**config.mk**
```make
export PLATFORM = sky130hd
export DESIGN_NAME = dcp_fifo
export DESIGN_NICKNAME = d
export VERILOG_FILES = /design/src/hw/rtl/dcp_fifo.sv
export SDC_FILE = /design/constraint.sdc
export NUM_CORES = 1
export LEC_CHECK = 0
export ABC_AREA = 0
export BUFFER_PORTS_ARGS = -buffer_cell sky130_fd_sc_hd__buf_2
export CAP_MARGIN = 20
export CELL_PAD_IN_SITES_DETAIL_PLACEMENT = 2
export CELL_PAD_IN_SITES_GLOBAL_PLACEMENT = 2
export CORE_MARGIN = 2
export CORE_UTILIZATION = 37
export DETAILED_ROUTE_END_ITERATION = 10
export PLACE_DENSITY = 0.89
export SYNTH_ARGS = -nofsm -noshare
export SYNTH_HDL_FRONTEND = slang
export SYNTH_SLANG_ARGS = --single-unit
```
**constraint.sdc**
```tcl
create_clock -name aclk -period 2.75 [get_ports aclk]
set_input_delay 0.1375 -clock aclk [delete_from_list [all_inputs] [get_ports aclk]]
set_output_delay 0.1375 -clock aclk [all_outputs]
set_load 0.05 [all_outputs]
```
**src/hw/rtl/dcp_fifo.sv**
```systemverilog
// Two-entry queue that decouples the handshakes on its two sides.
module dcp_fifo #(
    parameter int WIDTH = 64
) (
    input  logic             aclk,
    input  logic             aresetn,
    input  logic             in_valid,
    output logic             in_ready,
    input  logic [WIDTH-1:0] in_data,
    output logic             out_valid,
    input  logic             out_ready,
    output logic [WIDTH-1:0] out_data
);

    logic [WIDTH-1:0] slot_reg [2];
    logic             wr_ptr_reg;
    logic             rd_ptr_reg;
    logic [1:0]       count_reg;
    logic             push;
    logic             pop;

    assign in_ready  = (count_reg != 2'd2);
    assign out_valid = (count_reg != 2'd0);
    assign out_data  = slot_reg[rd_ptr_reg];
    assign push      = in_valid && in_ready;
    assign pop       = out_valid && out_ready;

    // Store incoming transfers
    always_ff @(posedge aclk) begin
        if (push) begin
            slot_reg[wr_ptr_reg] <= in_data;
        end
    end

    // Advance pointers and fill count
    always_ff @(posedge aclk) begin
        if (!aresetn) begin
            wr_ptr_reg <= 1'b0;
            rd_ptr_reg <= 1'b0;
            count_reg  <= 2'd0;
        end else begin
            if (push) begin
                wr_ptr_reg <= ~wr_ptr_reg;
            end
            if (pop) begin
                rd_ptr_reg <= ~rd_ptr_reg;
            end
            case ({push, pop})
                2'b10:   count_reg <= count_reg + 2'd1;
                2'b01:   count_reg <= count_reg - 2'd1;
                default: count_reg <= count_reg;
            endcase
        end
    end

endmodule

```
==> results of run 1 <==
## repair_timing
item                                    4_1_cts  5_1_grt
endpoints found under the setup margin        0        0
endpoints found under the hold margin       131        0
hold buffers                                 65        0
setup buffers                                 0        0
## per-layer routing
metal  wire (um)  GRT usage (%)  vias to the layer above
met5           0              0                        -
li1            -              -                     1310
met2        7950           39.6                       83
met4         150           5.95                        0
met1        4900           21.1                     1447
met3         460           4.39                       15
## power by group through the flow
stage | registers (mW) | logic, mW | clock network (mW)
3_5_place_dp | 2.70 | 2.60 | 0
6_report | 2.66 | 2.67 | 2.36
5_1_grt | 2.69 | 2.80 | 2.47
2_1_floorplan | 2.66 | 2.00 | 0
3_3_place_gp | 2.66 | 2.53 | 0
4_1_cts | 2.66 | 2.69 | 2.38
## layout make-up
type                            count  area share, %
Tap cell                          172           3.07
Sequential cell                   133           56.3
Clock inverter                     15           2.68
Timing Repair Buffer              204           19.6
Multi-Input combinational cell     82           12.2
Clock buffer                       17           6.07
Inverter                            1         0.0536
## synth_stat cells, drive strengths merged
cell type / number
nor2b: 2
nand2: 1
dfxtp: 5
o21a: 1
a21boi: 2
inv: 1
or3: 1
o21ai: 1
nand3b: 1
and3: 1
nand2b: 1
or2: 1
and2: 1
edfxtp: 128
ha: 1
xnor2: 3
mux2: 64
buf: 7
a21bo: 1
## cell families after synthesis
group                      count (synthesis)  share of synthesized area (%)
AOI/OAI and AO/OA                          5                          0.776
xor gates and xnor gates                   3                          0.544
adders and majority gates                  1                          0.259
buffers and inverters                      8                          0.802
DFF                                      133                           81.6
muxes                                     64                           14.9
and+or+nand+nor                            9                           1.14
## worst max path at each step
stage	startpoint	to	slack, ns
floorplan	count_reg[0]	slot_reg[0][0]	0.01
global placement	count_reg[0]	slot_reg[1][41]	0.80
detailed placement	count_reg[0]	slot_reg[1][22]	0.69
CTS	count_reg[0]	slot_reg[1][40]	0.66
global route	count_reg[0]	slot_reg[1][22]	0.55
finish	count_reg[0]	slot_reg[1][58]	0.71
## critical path, stage by stage (launching register included)
cell,delay [ns]
dfxtp_1,0.42
nand2b_1,0.23
and3_2,0.60
buf_4,0.44
==> impl_metrics.json, run 1 <==
{
  "dp.cells": 527,
  "pre_cts_slack_ns": 0.688,
  "antenna_found_initial": 0,
  "hold_viol_final": 0,
  "comb_power_share_pct": 34.7,
  "syn_area_per_cell_um2": 21.7,
  "layoutNonFillerInstCount": 624,
  "die_h_um": 118,
  "crit_path_end_kind": "flop",
  "hold_ws_ns": 0.0947,
  "clockRootBuffer": "clkbuf_16",
  "grt_pass1_vias": 3311,
  "yosys_warnings": 0,
  "rrSetupSlack_ns": 0.71,
  "rows": 41,
  "hold_depth": 3,
  "netlist_instances": 223,
  "ys_types": 20,
  "start_util_pct": 38.2,
  "totalPowerFinal_mw": 7.69,
  "vias": 2855,
  "arrival_ns": 2.11,
  "design.die.area_um2": 14000,
  "routed_wl_mm": 13.5,
  "grt_usage_pct": 20.1,
  "p_per_area_nw_per_um2": 1100,
  "detail-route-antenna-nets": 0,
  "place.gp.congestion": 0.667,
  "utilization_pct": 55.3,
  "p_leak_nw": 2.64,
  "coreArea_um2": 12700,
  "worstHoldPathType": "input pin to flop",
  "setup_viol": 0,
  "drtIter0Drc": 91,
  "dieWidth_um": 118,
  "clock_latency_ns": 0.41,
  "nets": 508,
  "finalSetupTns_ns": 0,
  "period_share_pct": 74.3,
  "routed_via_density": 4.58,
  "reg2reg_depth": 3,
  "synth_area_leaders": "edfxtp_1 (80%), mux2_2 (15%), dfxtp_1 (2.1%)",
  "slew_headroom_pct": 61.8,
  "layout_commonest_cell": "buf_2",
  "wl_per_cell_um": 21.6,
  "largest_register_ffs": 128,
  "r2r-start": "count_reg[0]",
  "worst_slack_ns": 0.708,
  "clk_pin_slew_ns": 0.06,
  "syn_area_um2": 4830,
  "dp_hpwl_mm": 8.00,
  "synth_top_cell_area_share_pct": 79.5,
  "maxCapViolCount": 0,
  "max_freq_mhz": 490,
  "regArea_um2": 3950,
  "drt-pass1-iter-count": 4,
  "timing.rr.end": "slot_reg[1][58]",
  "required_ns": 2.82,
  "cts_tree": "done",
  "p_seq_share_pct": 34.6,
  "mostFrequentLayoutCells": "buf_2 (133), edfxtp_1 (128), dlygate4sd3_1 (65)",
  "p_sw_share_pct": 37.2,
  "slew_viol_final": 0,
  "p_sw_mw": 2.86,
  "status": "finished clean",
  "cts_made_buffers": 17,
  "drive_gt1_share_pct": 52.7,
  "cp_max_fo": 23,
  "ir_drop_v": 0.000572,
  "drc": 0,
  "clock_sinks": 133,
  "rsz0062_at_grt": "false",
  "multiInputGateArea_um2": 853,
  "overflow": 0,
  "portBuffers": 133,
  "worstSetupPathType": "flop to flop",
  "placed_area_um2": 5740,
  "io_pins": 134,
  "p_clk_share_pct": 30.7,
  "synth_fp_nets": 292,
  "ys_seq_elements": 133,
  "worstMarginPinSlew_ns": 0.574,
  "holdPathEnd": "wr_ptr_reg",
  "cts_resized": 0,
  "grt_max_degree": 41,
  "fillers": 1132,
  "grt_pass1_wl_mm": 20.5,
  "critPathLaunchType": "flop",
  "finalClockSkew_ns": 0.00499,
  "antenna_cells": 0,
  "area_growth_pct": 44.9,
  "ys_seq_area_share_pct": 81.6,
  "yosysTopAreaCell": "edfxtp_1",
  "clockBufferDepth": 2,
  "fin_area_um2": 7000,
  "period_minus_slack_ns": 2.04,
  "p_int_mw": 4.83,
  "cts_htree_levels": 4,
  "hp-start": "in_valid"
}
Note: power is estimated with default switching activity, not from simulation.
==> run 2, diff against run 1 <==
--- a/config.mk
+++ b/config.mk
@@ -5,13 +5,13 @@
 export SDC_FILE = /design/constraint.sdc
 export NUM_CORES = 1
 export LEC_CHECK = 0
-export ABC_AREA = 0
+export ABC_AREA = 1
 export BUFFER_PORTS_ARGS = -buffer_cell sky130_fd_sc_hd__buf_2
 export CAP_MARGIN = 20
 export CELL_PAD_IN_SITES_DETAIL_PLACEMENT = 2
 export CELL_PAD_IN_SITES_GLOBAL_PLACEMENT = 2
 export CORE_MARGIN = 2
-export CORE_UTILIZATION = 37
+export CORE_UTILIZATION = 38
 export DETAILED_ROUTE_END_ITERATION = 10
 export PLACE_DENSITY = 0.89
 export SYNTH_ARGS = -nofsm -noshare
==> constraint.sdc (replaced) <==
create_clock -name aclk -period 2 [get_ports aclk]
set_input_delay 0.1 -clock aclk [delete_from_list [all_inputs] [get_ports aclk]]
set_output_delay 0.1 -clock aclk [all_outputs]
set_load 0.05 [all_outputs]
==> run 2 against run 1 <==
  * Wire length decreased by 1.9%
  * Clock-buffer cell count increased by 1
  * Critical path type is now flop to output pin
  * Largest power group is now sequential cells
  * Power increased by 19%
  * Core utilization decreased by 0.50 points
  * Die area increased by 3.8%
==> impl_metrics.json, run 2 <==
{
  "status": "finished clean",
  "coreArea_um2": 13200,
  "mostFrequentLayoutCells": "buf_2 (133), edfxtp_1 (128), dlygate4sd3_1 (65)",
  "worst_slack_ns": 0.237,
  "dp_hpwl_mm": 7.57,
  "placed_area_um2": 6060,
  "slew_viol_final": 0,
  "drive_gt1_share_pct": 51.0,
  "drc": 0,
  "yosysTopAreaCell": "edfxtp_1",
  "rsz0062_at_grt": "false",
  "clock_sinks": 133,
  "r2r-start": "count_reg[1]",
  "critPathMaxStageDelay_ns": 0.37,
  "cts_htree_levels": 4,
  "ys_seq_elements": 133,
  "drtIter0Drc": 121,
  "area_growth_pct": 40.6,
  "synth_top_cell_area_share_pct": 74.5,
  "dieWidth_um": 121,
  "synth_fp_nets": 304,
  "grt_usage_pct": 19.3,
  "finalSetupTns_ns": 0,
  "crit_buf_inv": 2,
  "ir_drop_v": 0.000917,
  "crit_path_cell_trace": "buf_12 > mux2_2 > buf_2",
  "post-cts-setup-buffer-count": 0,
  "arrival_ns": 1.66,
  "worstSetupPathType": "flop to output pin",
  "rows": 42,
  "drt-pass1-iter-count": 4,
  "async_reset_ff_share_pct": 0,
  "worstHoldPathType": "input pin to flop",
  "critPathLaunchType": "flop",
  "clk_pin_slew_ns": 0.06,
  "design.die.area_um2": 14500,
  "cts_hold_buf": 65,
  "maxCapViolCount": 0,
  "pre_cts_slack_ns": 0.537,
  "hold_ws_ns": 0.0412,
  "vias": 2927,
  "routed_wl_mm": 13.2,
  "overflow": 0,
  "slowest_stage": "dfxtp_4",
  "syn_area_um2": 5160,
  "required_ns": 1.90,
  "grt_max_degree": 44,
  "largest_register_ffs": 128,
  "wl_per_cell_um": 20.7,
  "antenna_cells": 0,
  "portBuffers": 133,
  "utilization_pct": 54.8,
  "cts_resized": 0,
  "slew_headroom_pct": 78.5,
  "max_freq_mhz": 567,
  "clockRootBuffer": "clkbuf_16",
  "p_per_area_nw_per_um2": 1260,
  "detail-route-antenna-nets": 0,
  "grt_pass1_vias": 3566,
  "place.gp.congestion": 0.780,
  "layoutNonFillerInstCount": 639,
  "synth_edf_count": 128,
  "fin_area_um2": 7250,
  "crit_family": "buffers and inverters",
  "crit_path_end_kind": "output pin",
  "clockBufferDepth": 2,
  "synth_area_leaders": "edfxtp_1 (75%), mux2_4 (17%), buf_12 (2.3%)",
  "worstMarginPinSlew_ns": 0.323,
  "ys_types": 17,
  "setup_viol": 0,
  "period_share_pct": 88.2,
  "dp.cells": 543,
  "io_pins": 134,
  "cp_max_fo": 35,
  "finalClockSkew_ns": 0.0119,
  "cts_made_buffers": 17,
  "netlist_instances": 235,
  "cts_tree": "done",
  "hp-start": "out_ready",
  "netlist_top_cells_count": "edfxtp_1 (128), mux2_4 (60), nand2_1 (10), nor2_1 (9), buf_12 (6)",
  "clock_latency_ns": 0.42,
  "layout_commonest_cell": "buf_2",
  "die_h_um": 121,
  "yosys_warnings": 0,
  "hold_viol_final": 0,
  "grt_pass1_wl_mm": 20.0,
  "nets": 520,
  "syn_area_per_cell_um2": 22.0,
  "ys_seq_area_share_pct": 76.4,
  "p_leak_nw": 2.88,
  "start_util_pct": 39.0,
  "yosys.cell_count.top_type": "edfxtp_1",
  "period_minus_slack_ns": 1.76,
  "antenna_found_initial": 0,
  "totalPowerFinal_mw": 9.14,
  "synth-main-ff-cell": "edfxtp_1",
  "routed_via_density": 4.58
}
## run 2: path summary, 6_finish.rpt
path,end,slack (ns),cells after the start
setup reg to reg,count_reg[1],0.52,7
setup / recovery,out_data[53],0.24,3
hold reg to reg,flop,0.58,2
hold / removal,flop,0.04,4
## run 2: final cells by class
type	count	area [um2]
Fill cell	1201	5990
Sequential cell	133	3950
Timing Repair Buffer	204	1410
Multi-Input combinational cell	90	1110
Clock buffer	18	429
Tap cell	176	220
Clock inverter	13	116
Inverter	5	18.8
## run 2: kinds of logic (layout without fill, tap and decap cells)
kind of cell / count (synthesis) / in the layout / synth area share, %
fa+ha+maj: 1 / 1 / 0.243
flops: 133 / 133 / 76.4
simple gates: 22 / 22 / 1.72
mux: 64 / 64 / 18.3
compound gates: 3 / 3 / 0.339
buf+inv: 12 / 240 / 2.91
## run 2: worst reg2reg max path, stage by stage (launching register included)
cell	delay, ns
dfxtp_1	0.50
o21a_1	0.22
ha_1	0.27
inv_1	0.10
nand2_1	0.06
nor2_1	0.10
nor2_1	0.05
nor2_1	0.11
## run 2: where the power goes
group | internal (mW) | switching (mW)
combinational | 0.901 | 1.80
clock | 1.79 | 1.11
sequential | 3.42 | 0.123
## run 2: routing by layer
layer,up-vias,track usage [%],part of all wire (%)
met5,-,0,0
met4,0,6.32,1.0
met3,14,6.46,5.0
met2,95,37.8,59
met1,1477,18.7,35
li1,1341,-,-
==> run 3, diff against run 2 <==
--- a/config.mk
+++ b/config.mk
@@ -5,13 +5,13 @@
 export SDC_FILE = /design/constraint.sdc
 export NUM_CORES = 1
 export LEC_CHECK = 0
-export ABC_AREA = 1
+export ABC_AREA = 0
 export BUFFER_PORTS_ARGS = -buffer_cell sky130_fd_sc_hd__buf_2
 export CAP_MARGIN = 20
 export CELL_PAD_IN_SITES_DETAIL_PLACEMENT = 2
 export CELL_PAD_IN_SITES_GLOBAL_PLACEMENT = 2
 export CORE_MARGIN = 2
-export CORE_UTILIZATION = 38
+export CORE_UTILIZATION = 37
 export DETAILED_ROUTE_END_ITERATION = 10
 export PLACE_DENSITY = 0.89
 export SYNTH_ARGS = -nofsm -noshare
==> run 3 against run 2 <==
  * Setup slack worse by 0.17 ns
  * Wire length about the same
  * Flip-flop and latch count did not move
  * Highest routed layer unchanged
  * Global-route usage grew 0.48 points
  * Critical path type unchanged
==> impl_metrics.json, run 3 (synthesis gave the netlist of run 1 again) <==
{
  "busiest_layer": "met2",
  "slowest_stage": "buf_4",
  "rows": 41,
  "pre_cts_slack_ns": 0.472,
  "fillers": 1134,
  "period_minus_slack_ns": 1.93,
  "hold_viol_final": 0,
  "slew_viol_final": 0,
  "rsz0062_at_grt": "false",
  "largest_register_ffs": 128,
  "grt_max_degree": 38,
  "max_freq_mhz": 518,
  "mostFrequentLayoutCells": "buf_2 (133), edfxtp_1 (128), dlygate4sd3_1 (65)",
  "drive_gt1_share_pct": 52.2,
  "drtIter0Drc": 136,
  "clock_latency_ns": 0.41,
  "place.gp.congestion": 0.695,
  "crit_family": "buffers and inverters",
  "slew_headroom_pct": 65.4,
  "p_per_area_nw_per_um2": 1480,
  "routed_wl_mm": 13.2,
  "cts_htree_levels": 4,
  "detail-route-antenna-nets": 0,
  "finalClockSkew_ns": 0.00970,
  "start_util_pct": 38.2,
  "cp_max_fo": 37,
  "cts_tree": "done",
  "grt_pass1_vias": 3405,
  "post-cts-setup-buffer-count": 0,
  "clk_pin_slew_ns": 0.06,
  "cts_hold_buf": 65,
  "setup_viol": 0,
  "status": "finished clean",
  "coreArea_um2": 12700,
  "drc": 0,
  "use_met2_pct": 38.0,
  "use_met1_pct": 20.4,
  "arrival_ns": 1.83,
  "cts_resized": 0,
  "dp_hpwl_mm": 7.45,
  "critPathMaxStageDelay_ns": 0.42,
  "dieWidth_um": 118,
  "routed_via_density": 4.58,
  "worstHoldPathType": "input pin to flop",
  "io_pins": 134,
  "totalPowerFinal_mw": 10.4,
  "critPathLaunchType": "flop",
  "layout_commonest_cell": "buf_2",
  "clockRootBuffer": "clkbuf_16",
  "p_leak_nw": 2.63,
  "drt-pass1-iter-count": 4,
  "dp.cells": 527,
  "antenna_found_initial": 1,
  "grt_usage_pct": 19.8,
  "layoutNonFillerInstCount": 625,
  "crit_buf_inv": 2,
  "grt.met3_usage_pct": 4.49,
  "grt_pass1_wl_mm": 20.1,
  "hp-start": "in_valid",
  "period_share_pct": 96.4,
  "clock_sinks": 133,
  "r2r-start": "count_reg[0]",
  "overflow": 0,
  "ir_drop_v": 0.000665,
  "clockBufferDepth": 2,
  "worst_slack_ns": 0.0713,
  "crit_path_end_kind": "output pin",
  "wl_per_cell_um": 21.1,
  "area_growth_pct": 44.6,
  "die_h_um": 118,
  "worstSetupPathType": "flop to output pin",
  "design.die.area_um2": 14000,
  "utilization_pct": 55.2,
  "vias": 2864,
  "crit_path_cell_trace": "buf_4 > mux2_2 > buf_2",
  "required_ns": 1.90,
  "maxCapViolCount": 0,
  "nets": 508,
  "cts_made_buffers": 17,
  "worstMarginPinSlew_ns": 0.519,
  "portBuffers": 133
}
run 3: cell types whose count changed in the layout (fill, tap and decap cells not counted), moves of 2 or more:
cell / before / now
buf_4: 2 / 4
mux2_4: 60 / 0
nor2_1: 8 / 0
buf_12: 4 / 2
clkbuf_1: 1 / 3
nand2_1: 8 / 1
nand2_8: 2 / 0
nor2b_1: 0 / 2
inv_1: 4 / 0
xnor2_1: 0 / 3
clkinvlp_4: 1 / 3
mux2_2: 4 / 64
nor2_4: 2 / 0
run 3: final timing paths:
path / end / slack [ns] / cells past startpoint
max: out_data[10] / 0.07 / 3
min: wr_ptr_reg / 0.04 / 3
max reg2reg: slot_reg[0][18] / 0.46 / 4
min reg2reg: count_reg[1] / 0.57 / 2
run 3: worst register-to-register path, stage by stage, from the launching register on:
cell        delay (ns)
dfxtp_2           0.37
nand2b_4          0.16
nand3b_1          0.14
clkinvlp_4        0.14
buf_4             0.36
run 3: area by class of cell:
| cell class | count | area (um2) | share of cell area [%] |
|---|---|---|---|
| flip-flops and latches | 133 | 3950 | 56.4 |
| repair buffers | 204 | 1390 | 19.8 |
| multi-input cells | 82 | 861 | 12.3 |
| clock buffers | 20 | 437 | 6.25 |
| well taps | 172 | 215 | 3.08 |
| clock inverters | 12 | 136 | 1.95 |
| inverters | 1 | 7.51 | 0.107 |
| diodes | 1 | 2.50 | 0.0358 |
run 3: power breakdown:
group | switching (mW) | internal, mW | total (mW)
sequential | 0.144 | 3.53 | 3.67
combinational | 2.60 | 1.07 | 3.67
clock | 1.09 | 1.93 | 3.03
run 3: per-stage QoR:
stage / hold slack (ns) / area (um2) / setup TNS, ns
6_report: 0.0379 / 6990 / 0
5_1_grt: 0.0554 / 6990 / 0
4_1_cts: 0.0259 / 6990 / 0
3_5_place_dp: 0.293 / 5770 / 0
3_3_place_gp: 0.289 / 5770 / 0
2_1_floorplan: 0.199 / 4850 / -3.69
run 3: layer usage:
layer	up-vias	part of all wire, %
met3	19	3.9
met2	91	58
met5	-	0
met1	1434	37
met4	0	1.8
li1	1320	-
